File: src/assert_macros.svh
// Assertion macros used by the menu controller back (bmsc_back).
`ifndef ASSERT_MACROS_SVH
`define ASSERT_MACROS_SVH

// Clocked assertion, disabled while reset is asserted (active-low reset).
`define BMSC_ASSERT(lbl, clk, rstn, prop, msg) \
    lbl: assert property (@(posedge clk) disable iff (!rstn) prop) else $error(msg);

// Clocked assertion that also holds during reset.
`define BMSC_ASSERT_ALWAYS(lbl, clk, prop, msg) \
    lbl: assert property (@(posedge clk) prop) else $error(msg);

`endif

File: src/bmsc_pkg.sv
// Package: event codes, menu states and settings table of the menu controller.
package bmsc_pkg;

    // Default sizes of the menu.
    localparam int SCREEN_COUNT_DEF  = 4;
    localparam int SETTING_COUNT_DEF = 9;
    localparam int STORE_DEPTH       = 9;

    // Request kinds carried on tuser.
    localparam logic [2:0] REQ_SHORT      = 3'd0;
    localparam logic [2:0] REQ_LONG       = 3'd1;
    localparam logic [2:0] REQ_NEXT_SCR   = 3'd2;
    localparam logic [2:0] REQ_PREV_SCR   = 3'd3;
    localparam logic [2:0] REQ_NEXT_COLOR = 3'd4;

    // Event sources carried on tdata.
    localparam logic [1:0] SRC_RIGHT = 2'd0;
    localparam logic [1:0] SRC_LEFT  = 2'd1;
    localparam logic [1:0] SRC_TOP   = 2'd2;
    localparam logic [1:0] SRC_DEMO  = 2'd3;

    // Last palette index before wrapping to zero.
    localparam logic [7:0] PALETTE_LAST = 8'd254;

    // Classified events handed from the front to the back.
    typedef enum logic [3:0] {
        EVT_NONE,
        EVT_R_SHORT,
        EVT_R_LONG,
        EVT_L_SHORT,
        EVT_L_LONG,
        EVT_T_SHORT,
        EVT_T_LONG,
        EVT_D_NEXT,
        EVT_D_PREV,
        EVT_D_COLOR
    } evt_t;

    // Menu states: normal mode, settings idle, settings edit.
    typedef enum logic [1:0] {
        MODE_HOME,
        MODE_IDLE,
        MODE_EDIT
    } mode_t;

    // Head of the event queue as seen by the back.
    typedef struct packed {
        logic valid;
        evt_t evt;
    } evq_out_t;

    // Settings table: minimum, maximum and step of each entry.
    localparam logic [7:0] SET_MIN [STORE_DEPTH] =
        '{8'd0, 8'd5, 8'd0, 8'd0, 8'd0, 8'd0, 8'd0, 8'd0, 8'd0};
    localparam logic [7:0] SET_MAX [STORE_DEPTH] =
        '{8'd1, 8'd255, 8'd255, 8'd23, 8'd23, 8'd1, 8'd1, 8'd1, 8'd2};
    localparam logic [7:0] SET_STEP [STORE_DEPTH] =
        '{8'd1, 8'd5, 8'd5, 8'd1, 8'd1, 8'd1, 8'd1, 8'd1, 8'd1};

    // Increment: saturate at max, wrap to min when already at max.
    function automatic logic [7:0] step_up(input logic [7:0] v, input logic [3:0] k);
        logic [8:0] sum;
        logic [7:0] res;
        sum = {1'b0, v} + {1'b0, SET_STEP[k]};
        if (v < SET_MAX[k]) begin
            res = (sum > {1'b0, SET_MAX[k]}) ? SET_MAX[k] : sum[7:0];
        end else begin
            res = SET_MIN[k];
        end
        return res;
    endfunction

    // Decrement: saturate at min, wrap to max when already at min.
    function automatic logic [7:0] step_down(input logic [7:0] v, input logic [3:0] k);
        logic [8:0] floor_v;
        logic [7:0] res;
        floor_v = {1'b0, SET_MIN[k]} + {1'b0, SET_STEP[k]};
        if (v > SET_MIN[k]) begin
            res = ({1'b0, v} < floor_v) ? SET_MIN[k] : (v - SET_STEP[k]);
        end else begin
            res = SET_MAX[k];
        end
        return res;
    endfunction

endpackage

File: src/bmsc_front.sv
// Front: accepts input transactions and classifies them into menu events.
module bmsc_front
    import bmsc_pkg::*;
(
    input  logic       s_tvalid,
    output logic       s_tready,
    input  logic [7:0] s_tdata,   // [1:0] event_source
    input  logic [2:0] s_tuser,   // [2:0] req_type
    input  logic       q_full,
    output logic       q_push,
    output evt_t       q_evt
);

    logic [1:0] source;
    logic [2:0] kind;

    assign source   = s_tdata[1:0];
    assign kind     = s_tuser;
    assign s_tready = !q_full;
    assign q_push   = s_tvalid && !q_full;

    // Classify the (kind, source) pair; unsupported pairs become no-op events.
    always_comb begin
        q_evt = EVT_NONE;
        unique case (source)
            SRC_RIGHT: begin
                if (kind == REQ_SHORT)     q_evt = EVT_R_SHORT;
                else if (kind == REQ_LONG) q_evt = EVT_R_LONG;
            end
            SRC_LEFT: begin
                if (kind == REQ_SHORT)     q_evt = EVT_L_SHORT;
                else if (kind == REQ_LONG) q_evt = EVT_L_LONG;
            end
            SRC_TOP: begin
                if (kind == REQ_SHORT)     q_evt = EVT_T_SHORT;
                else if (kind == REQ_LONG) q_evt = EVT_T_LONG;
            end
            SRC_DEMO: begin
                if (kind == REQ_NEXT_SCR)        q_evt = EVT_D_NEXT;
                else if (kind == REQ_PREV_SCR)   q_evt = EVT_D_PREV;
                else if (kind == REQ_NEXT_COLOR) q_evt = EVT_D_COLOR;
            end
            default: q_evt = EVT_NONE;
        endcase
    end

endmodule

File: src/bmsc_queue.sv
// Two-entry event queue between the front and the back.
module bmsc_queue
    import bmsc_pkg::*;
(
    input  logic     aclk,
    input  logic     aresetn,
    input  logic     push,
    input  evt_t     push_evt,
    output logic     full,
    input  logic     pop,
    output evq_out_t head
);

    evt_t       entry_reg [2];
    logic       wr_ptr_reg, wr_ptr_next;
    logic       rd_ptr_reg, rd_ptr_next;
    logic [1:0] count_reg, count_next;
    logic       do_push, do_pop;

    assign full       = (count_reg == 2'd2);
    assign do_push    = push && !full;
    assign do_pop     = pop && (count_reg != 2'd0);
    assign head.valid = (count_reg != 2'd0);
    assign head.evt   = entry_reg[rd_ptr_reg];

    // Advance pointers and occupancy.
    always_comb begin
        wr_ptr_next = wr_ptr_reg ^ do_push;
        rd_ptr_next = rd_ptr_reg ^ do_pop;
        count_next  = count_reg + {1'b0, do_push} - {1'b0, do_pop};
    end

    always_ff @(posedge aclk) begin
        if (!aresetn) begin
            wr_ptr_reg <= 1'b0;
            rd_ptr_reg <= 1'b0;
            count_reg  <= 2'd0;
        end else begin
            wr_ptr_reg <= wr_ptr_next;
            rd_ptr_reg <= rd_ptr_next;
            count_reg  <= count_next;
        end
    end

    // Store the pushed event.
    always_ff @(posedge aclk) begin
        if (do_push) begin
            entry_reg[wr_ptr_reg] <= push_evt;
        end
    end

endmodule

File: src/bmsc_back.sv
// Back: menu state machine, settings store and registered result output.
`include "assert_macros.svh"
module bmsc_back
    import bmsc_pkg::*;
#(
    parameter int SCREEN_COUNT  = SCREEN_COUNT_DEF,
    parameter int SETTING_COUNT = SETTING_COUNT_DEF
) (
    input  logic        aclk,
    input  logic        aresetn,
    input  evq_out_t    q_head,
    output logic        q_pop,
    output logic        m_tvalid,
    input  logic        m_tready,
    output logic [31:0] m_tdata
);

    localparam logic [3:0] SCREEN_LAST = 4'(SCREEN_COUNT - 1);
    localparam logic [3:0] SEL_LAST    = 4'(SETTING_COUNT - 1);

    mode_t       mode_reg, mode_next;
    logic [3:0]  screen_reg, screen_next;
    logic [3:0]  sel_reg, sel_next;
    logic [7:0]  palette_reg, palette_next;
    logic [7:0]  store_reg [STORE_DEPTH];
    logic        m_tvalid_reg, m_tvalid_next;
    logic [31:0] m_tdata_reg, m_tdata_next;

    logic        fire;
    logic        hit;
    logic        bump_up;
    logic        bump_down;
    logic [7:0]  rd_val;
    logic [7:0]  value_now;

    // Take the next event whenever the output register is free or draining.
    assign fire  = q_head.valid && (!m_tvalid_reg || m_tready);
    assign q_pop = fire;

    // Next menu state.
    always_comb begin
        mode_next = mode_reg;
        if (fire) begin
            unique case (mode_reg)
                MODE_HOME: begin
                    if (q_head.evt == EVT_T_LONG) mode_next = MODE_IDLE;
                end
                MODE_IDLE: begin
                    if (q_head.evt == EVT_T_SHORT)     mode_next = MODE_EDIT;
                    else if (q_head.evt == EVT_T_LONG) mode_next = MODE_HOME;
                end
                MODE_EDIT: begin
                    if (q_head.evt == EVT_T_SHORT || q_head.evt == EVT_T_LONG) begin
                        mode_next = MODE_IDLE;
                    end
                end
                default: mode_next = MODE_HOME;
            endcase
        end
    end

    // Per-state actions on screen, palette, selection and the store.
    always_comb begin
        screen_next  = screen_reg;
        sel_next     = sel_reg;
        palette_next = palette_reg;
        bump_up      = 1'b0;
        bump_down    = 1'b0;
        hit          = 1'b1;
        unique case (mode_reg)
            MODE_HOME: begin
                case (q_head.evt) inside
                    EVT_R_SHORT, EVT_R_LONG, EVT_D_NEXT:
                        screen_next = (screen_reg == SCREEN_LAST) ? 4'd0 : screen_reg + 4'd1;
                    EVT_L_SHORT, EVT_L_LONG, EVT_D_PREV:
                        screen_next = (screen_reg == 4'd0) ? SCREEN_LAST : screen_reg - 4'd1;
                    EVT_T_SHORT, EVT_D_COLOR:
                        palette_next = (palette_reg == PALETTE_LAST) ? 8'd0
                                                                     : palette_reg + 8'd1;
                    EVT_T_LONG: hit = 1'b1;
                    default:    hit = 1'b0;
                endcase
            end
            MODE_IDLE: begin
                case (q_head.evt) inside
                    EVT_R_SHORT: sel_next = (sel_reg == SEL_LAST) ? 4'd0 : sel_reg + 4'd1;
                    EVT_L_SHORT: sel_next = (sel_reg == 4'd0) ? SEL_LAST : sel_reg - 4'd1;
                    EVT_T_SHORT, EVT_T_LONG: hit = 1'b1;
                    default:     hit = 1'b0;
                endcase
            end
            MODE_EDIT: begin
                case (q_head.evt) inside
                    EVT_R_SHORT: bump_up   = 1'b1;
                    EVT_L_SHORT: bump_down = 1'b1;
                    EVT_T_SHORT, EVT_T_LONG: hit = 1'b1;
                    default:     hit = 1'b0;
                endcase
            end
            default: hit = 1'b0;
        endcase
    end

    // Read the store at the selection after this event; bumps keep the selection.
    assign rd_val = store_reg[sel_next];

    always_comb begin
        if (bump_up)        value_now = step_up(rd_val, sel_reg);
        else if (bump_down) value_now = step_down(rd_val, sel_reg);
        else                value_now = rd_val;
    end

    // Load the result register when an event fires; drop valid once taken.
    always_comb begin
        m_tvalid_next = m_tvalid_reg;
        m_tdata_next  = m_tdata_reg;
        if (fire) begin
            m_tvalid_next = 1'b1;
            m_tdata_next  = {5'd0, hit, palette_next, value_now, sel_next, screen_next,
                             (mode_next == MODE_EDIT), (mode_next != MODE_HOME)};
        end else if (m_tready) begin
            m_tvalid_next = 1'b0;
        end
    end

    always_ff @(posedge aclk) begin
        if (!aresetn) begin
            mode_reg     <= MODE_HOME;
            screen_reg   <= 4'd0;
            sel_reg      <= 4'd0;
            palette_reg  <= 8'd0;
            m_tvalid_reg <= 1'b0;
            for (int k = 0; k < STORE_DEPTH; k++) begin
                store_reg[k] <= SET_MIN[k];
            end
        end else begin
            m_tvalid_reg <= m_tvalid_next;
            if (fire) begin
                mode_reg    <= mode_next;
                screen_reg  <= screen_next;
                sel_reg     <= sel_next;
                palette_reg <= palette_next;
                if (bump_up || bump_down) begin
                    store_reg[sel_reg] <= value_now;
                end
            end
        end
    end

    always_ff @(posedge aclk) begin
        m_tdata_reg <= m_tdata_next;
    end

    assign m_tvalid = m_tvalid_reg;
    assign m_tdata  = m_tdata_reg;

    `BMSC_ASSERT(a_screen_range, aclk, aresetn, screen_reg <= SCREEN_LAST, "screen out of range")
    `BMSC_ASSERT(a_sel_range, aclk, aresetn, sel_reg <= SEL_LAST, "setting out of range")
    `BMSC_ASSERT(a_pal_range, aclk, aresetn, palette_reg <= PALETTE_LAST, "palette out of range")
    `BMSC_ASSERT(a_hold_on_stall, aclk, aresetn, (m_tvalid && !m_tready) |=> ($stable(mode_reg) && $stable(sel_reg)), "state moved while result stalled")

endmodule

File: src/button_menu_settings_controller_unit.sv
// Top level of the button menu and settings controller.
//
//  channel | dir | payload
//  s_      | in  | tdata[1:0] event_source, tuser[2:0] req_type
//  m_      | out | tdata[0] in_settings, [1] editing, [5:2] screen_now,
//          |     |   [9:6] setting_now, [17:10] setting_value,
//          |     |   [25:18] palette_now, [26] event_matched
//
// One event per cycle sustained while m_tready takes each result; an accepted input
// transaction is first written into the queue; the back then loads the result
// register from the queue head and raises m_tvalid.
// Reset clears the menu state, the queue and the output valid, and loads each
// setting with its minimum in the same cycle.
// A stalled result holds the back; the two-entry queue keeps s_tready high
// until it fills.
module button_menu_settings_controller_unit
    import bmsc_pkg::*;
#(
    parameter int SCREEN_COUNT  = SCREEN_COUNT_DEF,
    parameter int SETTING_COUNT = SETTING_COUNT_DEF
) (
    input  logic        aclk,
    input  logic        aresetn,
    input  logic        s_tvalid,
    output logic        s_tready,
    input  logic [7:0]  s_tdata,   // [1:0] event_source
    input  logic [2:0]  s_tuser,   // [2:0] req_type
    output logic        m_tvalid,
    input  logic        m_tready,
    output logic [31:0] m_tdata    // in_settings, editing, screen_now, setting_now,
                                   // setting_value, palette_now, event_matched
);

    logic     q_full;
    logic     q_push;
    evt_t     q_evt;
    logic     q_pop;
    evq_out_t q_head;

    bmsc_front u_front (
        .s_tvalid (s_tvalid),
        .s_tready (s_tready),
        .s_tdata  (s_tdata),
        .s_tuser  (s_tuser),
        .q_full   (q_full),
        .q_push   (q_push),
        .q_evt    (q_evt)
    );

    bmsc_queue u_queue (
        .aclk     (aclk),
        .aresetn  (aresetn),
        .push     (q_push),
        .push_evt (q_evt),
        .full     (q_full),
        .pop      (q_pop),
        .head     (q_head)
    );

    bmsc_back #(
        .SCREEN_COUNT  (SCREEN_COUNT),
        .SETTING_COUNT (SETTING_COUNT)
    ) u_back (
        .aclk     (aclk),
        .aresetn  (aresetn),
        .q_head   (q_head),
        .q_pop    (q_pop),
        .m_tvalid (m_tvalid),
        .m_tready (m_tready),
        .m_tdata  (m_tdata)
    );

endmodule
File: config.mk
export PLATFORM = sky130hd
export DESIGN_NAME = button_menu_settings_controller_unit
export DESIGN_NICKNAME = d
export VERILOG_FILES = /design/src/bmsc_pkg.sv /design/src/bmsc_front.sv /design/src/bmsc_queue.sv /design/src/bmsc_back.sv /design/src/button_menu_settings_controller_unit.sv
export VERILOG_INCLUDE_DIRS = /design/src /design/src/src
export SDC_FILE = /design/constraint.sdc
export NUM_CORES = 1
export LEC_CHECK = 0
export BUFFER_PORTS_ARGS = -buffer_cell sky130_fd_sc_hd__buf_2
export CORE_MARGIN = 5
export CORE_UTILIZATION = 30
export DETAILED_ROUTE_END_ITERATION = 10
export SKIP_CTS_REPAIR_TIMING = 1
export SYNTH_ARGS = -nofsm -noshare
export SYNTH_HDL_FRONTEND = slang
export SYNTH_HIERARCHICAL = 1
export SYNTH_SLANG_ARGS = --single-unit
File: constraint.sdc
create_clock -name aclk -period 8 [get_ports aclk]
set_input_delay 1.2 -clock aclk [delete_from_list [all_inputs] [get_ports aclk]]
set_output_delay 1.2 -clock aclk [all_outputs]
set_load 0.02 [all_outputs]
==> out/results.ini, run 1 <==
[timing]
hold_viol=0
tns_ns=0
setup_viol=0
max_slew_margin_pct=11.4
period_needed_ns=7.30
slew_viol_final=0
fmax_ghz=0.137
rsz0062_at_grt=false
worst_pin_slew_ns=1.32
hold-worst-slack_ns=0.486
post-route-period-util_pct=91.2
fin_skew_ns=0.0188

[clock_tree]
cts_root_buffer=clkbuf_16
h-tree-depth=4
cts_buffers=17
clk-insertion-delay-late_ns=0.44
clockBufferDepth=2
cts_tree=yes
clk_pin_slew_ns=0.08
cts_sinks=187

[final_layout]
n_antenna_cell=0
final_common_cell=edfxtp_1
mostFrequentLayoutCells=163 x edfxtp_1, 144 x nand2_1, 109 x nor2_1
drive_gt1_share_pct=13.2
post-route-util_pct=33.9
syn_to_final_growth_pct=12.0
fin_nets=1142
largest_reg_flops=128
design_area_um2=12000

[synthesis]
syn_area_um2=10700
yosys_warnings=6
synthMuxAreaShare_pct=5.00
synth_top_family_by_area=simple AND/OR/NAND/NOR gates
synth-main-ff-cell=edfxtp_1
synth_largest_area_cell=edfxtp_1
synth_seq_cells=187
synth_area_leaders=edfxtp_1 46%, ha_1 5.2%, nand2_1 5.0%
async_flop_share_pct=0
yosys.cell_types.count=91
synth-edff-count=163
synth_area_per_cell_um2=10.2
synth_compound_area_share_pct=15.7
synthAdderAreaFrac_pct=5.25
synth_top_area_share_pct=45.6
synth_simple_gate_area_share_pct=18.1
ys_seq_area_share_pct=50.1
netlist_instances=1049
synth_xor_area_share_pct=1.11

[critical_path]
reg2reg_depth=25
worstPathArrival_ns=7.44
cp_num_cells=25
r2r_end=u_back/m_tdata[11]$_DFFE_PP_
slowest_stage=and3_4
crit_start=u_back/sel_reg[1]$_SDFFE_PN0P_
r2r_start=u_back/sel_reg[1]$_SDFFE_PN0P_
ff2ff_setup_slack_ns=0.70
slowest_delay_ns=0.66
crit_path_max_fanout=33
worstSetupEndpointType=register
cp.required_ns=8.14
worstSetupPathType=reg2reg
endpoint=u_back/m_tdata[11]$_DFFE_PP_
crit_buf_inv=4
cp_common_cell=o21a_1
critical_path.top_delay_family=simple AND/OR/NAND/NOR gates
start_kind=register

[floorplan]
die_w_um=199
die_h_um=199
pin_count=49
initial_core_util_pct=30.2
coreArea_um2=35500
row_count=69
die_area_um2=39700

[drt]
drt.antenna.violating_nets=0
via_count=8385
drt_iter0_drc=889
post_drt_wl_per_cell_um=19.2
drcViolationCount=0
routed_wl_mm=29.9
via_per_inst=5.39
first_pass_iters=6

[pwr]
peakVddDrop_mv=0.268
seqPwrFrac_pct=25.1
pwr-share-comb_pct=60.2
leakage_nw=4.34
clkPwrFrac_pct=14.7
switching_share_pct=48.2
intPower_mw=2.97
p_sw_mw=2.76
power.density_nw_per_um2=477
totalPowerFinal_mw=5.73

[global_route]
grt_max_degree=52
overflow=0
grt_pass1_wl_mm=45.8
grtUsageTotal_pct=15.0
grt_pass1_vias=7992
antenna_found_initial=0

[place]
place_congestion=0.927
post_dp_cell_area_um2=11400
dp_hpwl_mm=19.8
io_buffers=37

[run_status]
outcome=finished clean

[worst_hold_path]
hp-class=reg2reg

[job]
drv_cap=0

[per-layer routing]
layer  routed length (µm)  vias to the layer above  GRT usage [%]
met5                    0                        -              0
met4                  796                        0           4.76
met3                 2880                       56           3.89
met2                13500                      381           23.5
met1                12700                     4026           20.3
li1                     -                     3922              -
[power by group through the flow]
stage               sequential (mW)  clock (mW)  combinational, mW
floorplan                      1.54           0               2.40
finish                         1.44       0.844               3.45
detailed placement             1.46           0               3.41
global placement               1.46           0               3.36
CTS                            1.44       0.859               3.42
global route                   1.46       0.910               3.80
[layout make-up]
| cell class | instances | area (µm²) |
|---|---|---|
| Inverter | 48 | 185 |
| Clock buffer | 17 | 425 |
| Timing Repair Buffer | 66 | 403 |
| Sequential cell | 187 | 5380 |
| Clock inverter | 15 | 179 |
| Multi-Input combinational cell | 762 | 4870 |
| Fill cell | 3565 | 23500 |
| Tap cell | 461 | 577 |
[cell usage after synthesis (all sizes together), types with 3 or more instances]
library cell  instances
edfxtp              163
nand2               145
nor2                113
a21oi                90
mux2i                48
inv                  47
ha                   45
buf                  38
nand3                38
o21ai                38
dfxtp                24
nor3                 19
clkbuf               18
nor2b                17
a211oi               15
nand4                12
o21a                 12
and3                 10
a31oi                 9
a221o                 8
a221oi                8
a21o                  7
nand2b                7
o211ai                7
a31o                  6
and2                  6
nor4                  6
xnor2                 6
a2111o                5
a2111oi               5
mux2                  5
nor3b                 5
xor2                  5
a2bb2oi               4
or3                   4
or4                   4
and4bb                3
nor4b                 3
o2111ai               3
o31ai                 3
or2                   3
[metrics by stage]
step / instances / worst slack [ns]
finish: 1556 / 0.704
CTS: 1556 / 0.776
detailed placement: 1524 / 0.815
floorplan: 1053 / 1.65
global placement: 1524 / 0.875
global route: 1556 / 0.362
[worst min-delay path, delay by kind of cell (launching register included)]
family           cells  cell delay (ns)
flip-flops           1             0.31
AND/OR/NAND/NOR      1             0.07
multiplexers         1             0.06
[worst min path at each step]
stage	start	end	slack (ns)	cells after the start
floorplan	u_queue/rd_ptr_reg$_SDFF_PN0_	register	0.45	2
global placement	u_queue/rd_ptr_reg$_SDFF_PN0_	u_queue/rd_ptr_reg$_SDFF_PN0_	0.46	2
detailed placement	u_queue/rd_ptr_reg$_SDFF_PN0_	u_queue/rd_ptr_reg$_SDFF_PN0_	0.47	2
CTS	u_queue/rd_ptr_reg$_SDFF_PN0_	u_queue/rd_ptr_reg$_SDFF_PN0_	0.49	2
global route	u_queue/rd_ptr_reg$_SDFF_PN0_	u_queue/rd_ptr_reg$_SDFF_PN0_	0.51	2
finish	u_queue/rd_ptr_reg$_SDFF_PN0_	u_queue/rd_ptr_reg$_SDFF_PN0_	0.49	2
[cells by family (layout without fill, tap and decap cells)]
group,Yosys count,in the layout
simple gates,404,404
compound gates,243,243
flops,187,187
buf+inv,104,146
mux,53,53
fa+ha+maj,45,45
xor+xnor,12,12
other cells,1,5
(Power assumes the default switching activity.)
==> inputs of run 2 (changes only) <==
PLACE_DENSITY = 0.55   (was unset)
==> run 2 against run 1 <==
- hold slack worse by 0.0035 ns
- clock power grew 5.5%
- total power increased by 1.8%
- worst setup slack worse by 0.017 ns
- die area unchanged
- routed wire length increased by 1.7%
- non-clock buffer count grew 3
- core utilization increased by 0.085 points
- combinational power up 1%
- clock skew shrank 0.0069 ns
- via count grew 0.29%
- largest cell class unchanged
- largest power group unchanged
==> out/results.ini, run 2 (synthesis gave the netlist of run 1 again) <==
[global_route]
overflow=0  ; unchanged
antenna_found_initial=0  ; unchanged
grt_max_degree=52  ; unchanged
grtUsageTotal_pct=15.0  ; about the same
grt_pass1_vias=7856  ; -1.7%
grt_pass1_wl_mm=46.0  ; +0.38%

[drt]
post_drt_wl_per_cell_um=19.5  ; +1.5%
via_count=8409  ; +0.29%
via_per_inst=5.39  ; about the same
first_pass_iters=5  ; -1
routed_wl_mm=30.4  ; +1.7%
drcViolationCount=0  ; unchanged
drt_iter0_drc=866  ; -2.6%
drt.antenna.violating_nets=0  ; unchanged

[place]
io_buffers=37  ; unchanged
pre_cts_ws_ns=0.728  ; -0.0869 ns
dp_hpwl_mm=20.4  ; +3.1%
place_congestion=0.891  ; -4.0%

[timing]
slew_viol_final=0  ; unchanged
post-route-period-util_pct=91.4  ; +0.21 points
hold-worst-slack_ns=0.483  ; -0.00350 ns
max_slew_margin_pct=43.9  ; +32 points
setup_viol=0  ; unchanged
hold_viol=0  ; unchanged
period_needed_ns=7.31  ; +0.0168 ns
fin_skew_ns=0.0120  ; -0.00689 ns
layout_setup_ws_ns=0.687  ; -0.0168 ns
fmax_ghz=0.137  ; -0.23%
tns_ns=0  ; unchanged
rsz0062_at_grt=false
worst_pin_slew_ns=0.838  ; -0.485 ns

[critical_path]
r2r_end=u_back/store_reg[14][6]$_DFFE_PP_
r2r_start=u_back/sel_reg[1]$_SDFFE_PN0P_
worstSetupEndpointType=register
ff2ff_setup_slack_ns=0.69  ; -0.02 ns
worstPathArrival_ns=7.45  ; about the same
reg2reg_depth=27  ; +8.0%
cp.required_ns=8.14  ; about the same
worstSetupPathType=reg2reg
crit_path_max_fanout=46  ; +39%
start_kind=register

[worst_hold_path]
holdPathStages=2  ; unchanged
hp-class=reg2reg
min_from=u_queue/rd_ptr_reg$_SDFF_PN0_
hold_end=u_queue/rd_ptr_reg$_SDFF_PN0_

[pwr]
power.density_nw_per_um2=485  ; +1.6%
leakage_nw=4.35  ; +0.31%
peakVddDrop_mv=0.214  ; -20%

[floorplan]
pin_count=49  ; unchanged
row_count=69  ; unchanged
coreArea_um2=35500  ; unchanged
die_area_um2=39700  ; unchanged
die_h_um=199  ; unchanged
initial_core_util_pct=30.2  ; unchanged
die_w_um=199  ; unchanged

[final_layout]
mostFrequentLayoutCells=163 x edfxtp_1, 144 x nand2_1, 111 x nor2_1
fin_nets=1145  ; +0.26%
largest_reg_flops=128  ; unchanged
drive_gt1_share_pct=13.3  ; +0.15 points
final_common_cell=edfxtp_1
n_antenna_cell=0  ; unchanged
post-route-util_pct=34.0  ; +0.085 points
syn_to_final_growth_pct=12.3

[clock_tree]
clk-insertion-delay-late_ns=0.44  ; about the same
cts_root_buffer=clkbuf_16
clk_pin_slew_ns=0.07  ; about the same
cts_sinks=187  ; unchanged
clockBufferDepth=2  ; unchanged
cts_tree=yes
cts_buffers=17  ; unchanged
h-tree-depth=4  ; unchanged

[job]
drv_cap=0  ; unchanged

[run_status]
outcome=finished clean

## run 2: changes by cell type in the layout (fill, tap and decap cells not counted)
cell	change
a2111oi_1	-1
a2111oi_2	+1
buf_4	+3
bufinv_16	+3
clkinv_4	-1
clkinv_8	-6
clkinvlp_4	+3
inv_6	+4
inv_8	-3
nor2_1	+2
nor2_2	-2
## run 2: worst max-delay path by stage
| stage | start | end | slack [ns] | depth (start not counted) |
|---|---|---|---|---|
| after global placement | u_back/sel_reg[1]$_SDFFE_PN0P_ | u_back/m_tdata[16]$_DFFE_PP_ | 0.86 | 27 |
| final | u_back/sel_reg[1]$_SDFFE_PN0P_ | u_back/store_reg[14][6]$_DFFE_PP_ | 0.69 | 27 |
| after floorplan | u_back/sel_reg[0]$_SDFFE_PN0P_ | u_back/m_tdata[11]$_DFFE_PP_ | 1.65 | 31 |
| after detailed placement | u_back/sel_reg[1]$_SDFFE_PN0P_ | u_back/store_reg[14][6]$_DFFE_PP_ | 0.73 | 27 |
| after global routing | u_back/sel_reg[1]$_SDFFE_PN0P_ | u_back/store_reg[14][6]$_DFFE_PP_ | 0.26 | 27 |
| after CTS | u_back/sel_reg[1]$_SDFFE_PN0P_ | u_back/store_reg[14][6]$_DFFE_PP_ | 0.72 | 27 |
## run 2: metrics by stage
step           instance area [µm²]  std cells  power (mW)
2_1_floorplan                10700       1053        3.94
3_3_place_gp                 11400       1527        4.90
3_5_place_dp                 11400       1527        4.94
4_1_cts                      12000       1559        5.85
5_1_grt                      12000       1559        6.24
6_report                     12000       1559        5.84
## run 2: worst max-delay path, cell delays in order (launching register included)
cell and delay (ns):
dfxtp_1 0.40, inv_1 0.14, ha_1 0.30, or3b_2 0.47
o2111ai_1 0.38, and3_4 0.63, inv_4 0.31, nand2_1 0.14
nand3_1 0.08, and3_1 0.24, a311oi_1 0.26, a31oi_1 0.07
buf_4 0.20, ha_1 0.32, inv_1 0.08, a31oi_1 0.31
xnor2_1 0.21, ha_1 0.29, o21a_1 0.11, o21a_1 0.17
o21a_1 0.17, o21a_1 0.16, o21a_1 0.17, o22ai_1 0.43
nand2_1 0.10, a31oi_1 0.17, and4_1 0.42, inv_1 0.23
## run 2: report_power, final
group          leakage, nW  internal [mW]  switching, mW  total [mW]
Clock                0.288          0.498          0.392       0.890
Combinational         2.29           1.20           2.30        3.49
Sequential            1.78           1.37         0.0858        1.45
Total                 4.35           3.06           2.78        5.84
## run 2: layout make-up
| type | count | area, µm² |
|---|---|---|
| inverter | 48 | 185 |
| sequential | 187 | 5380 |
| clock buffer | 17 | 425 |
| multi-input combinational | 762 | 4870 |
| tap | 461 | 577 |
| fill | 3576 | 23400 |
| timing repair buffer | 69 | 425 |
| clock inverter | 15 | 186 |
## run 2: layer usage
metal  GRT usage (%)  share of wire [%]
met2            23.9                 46
met3            2.43                5.6
met1            21.4                 46
met4            3.55                1.6
met5               0                  0
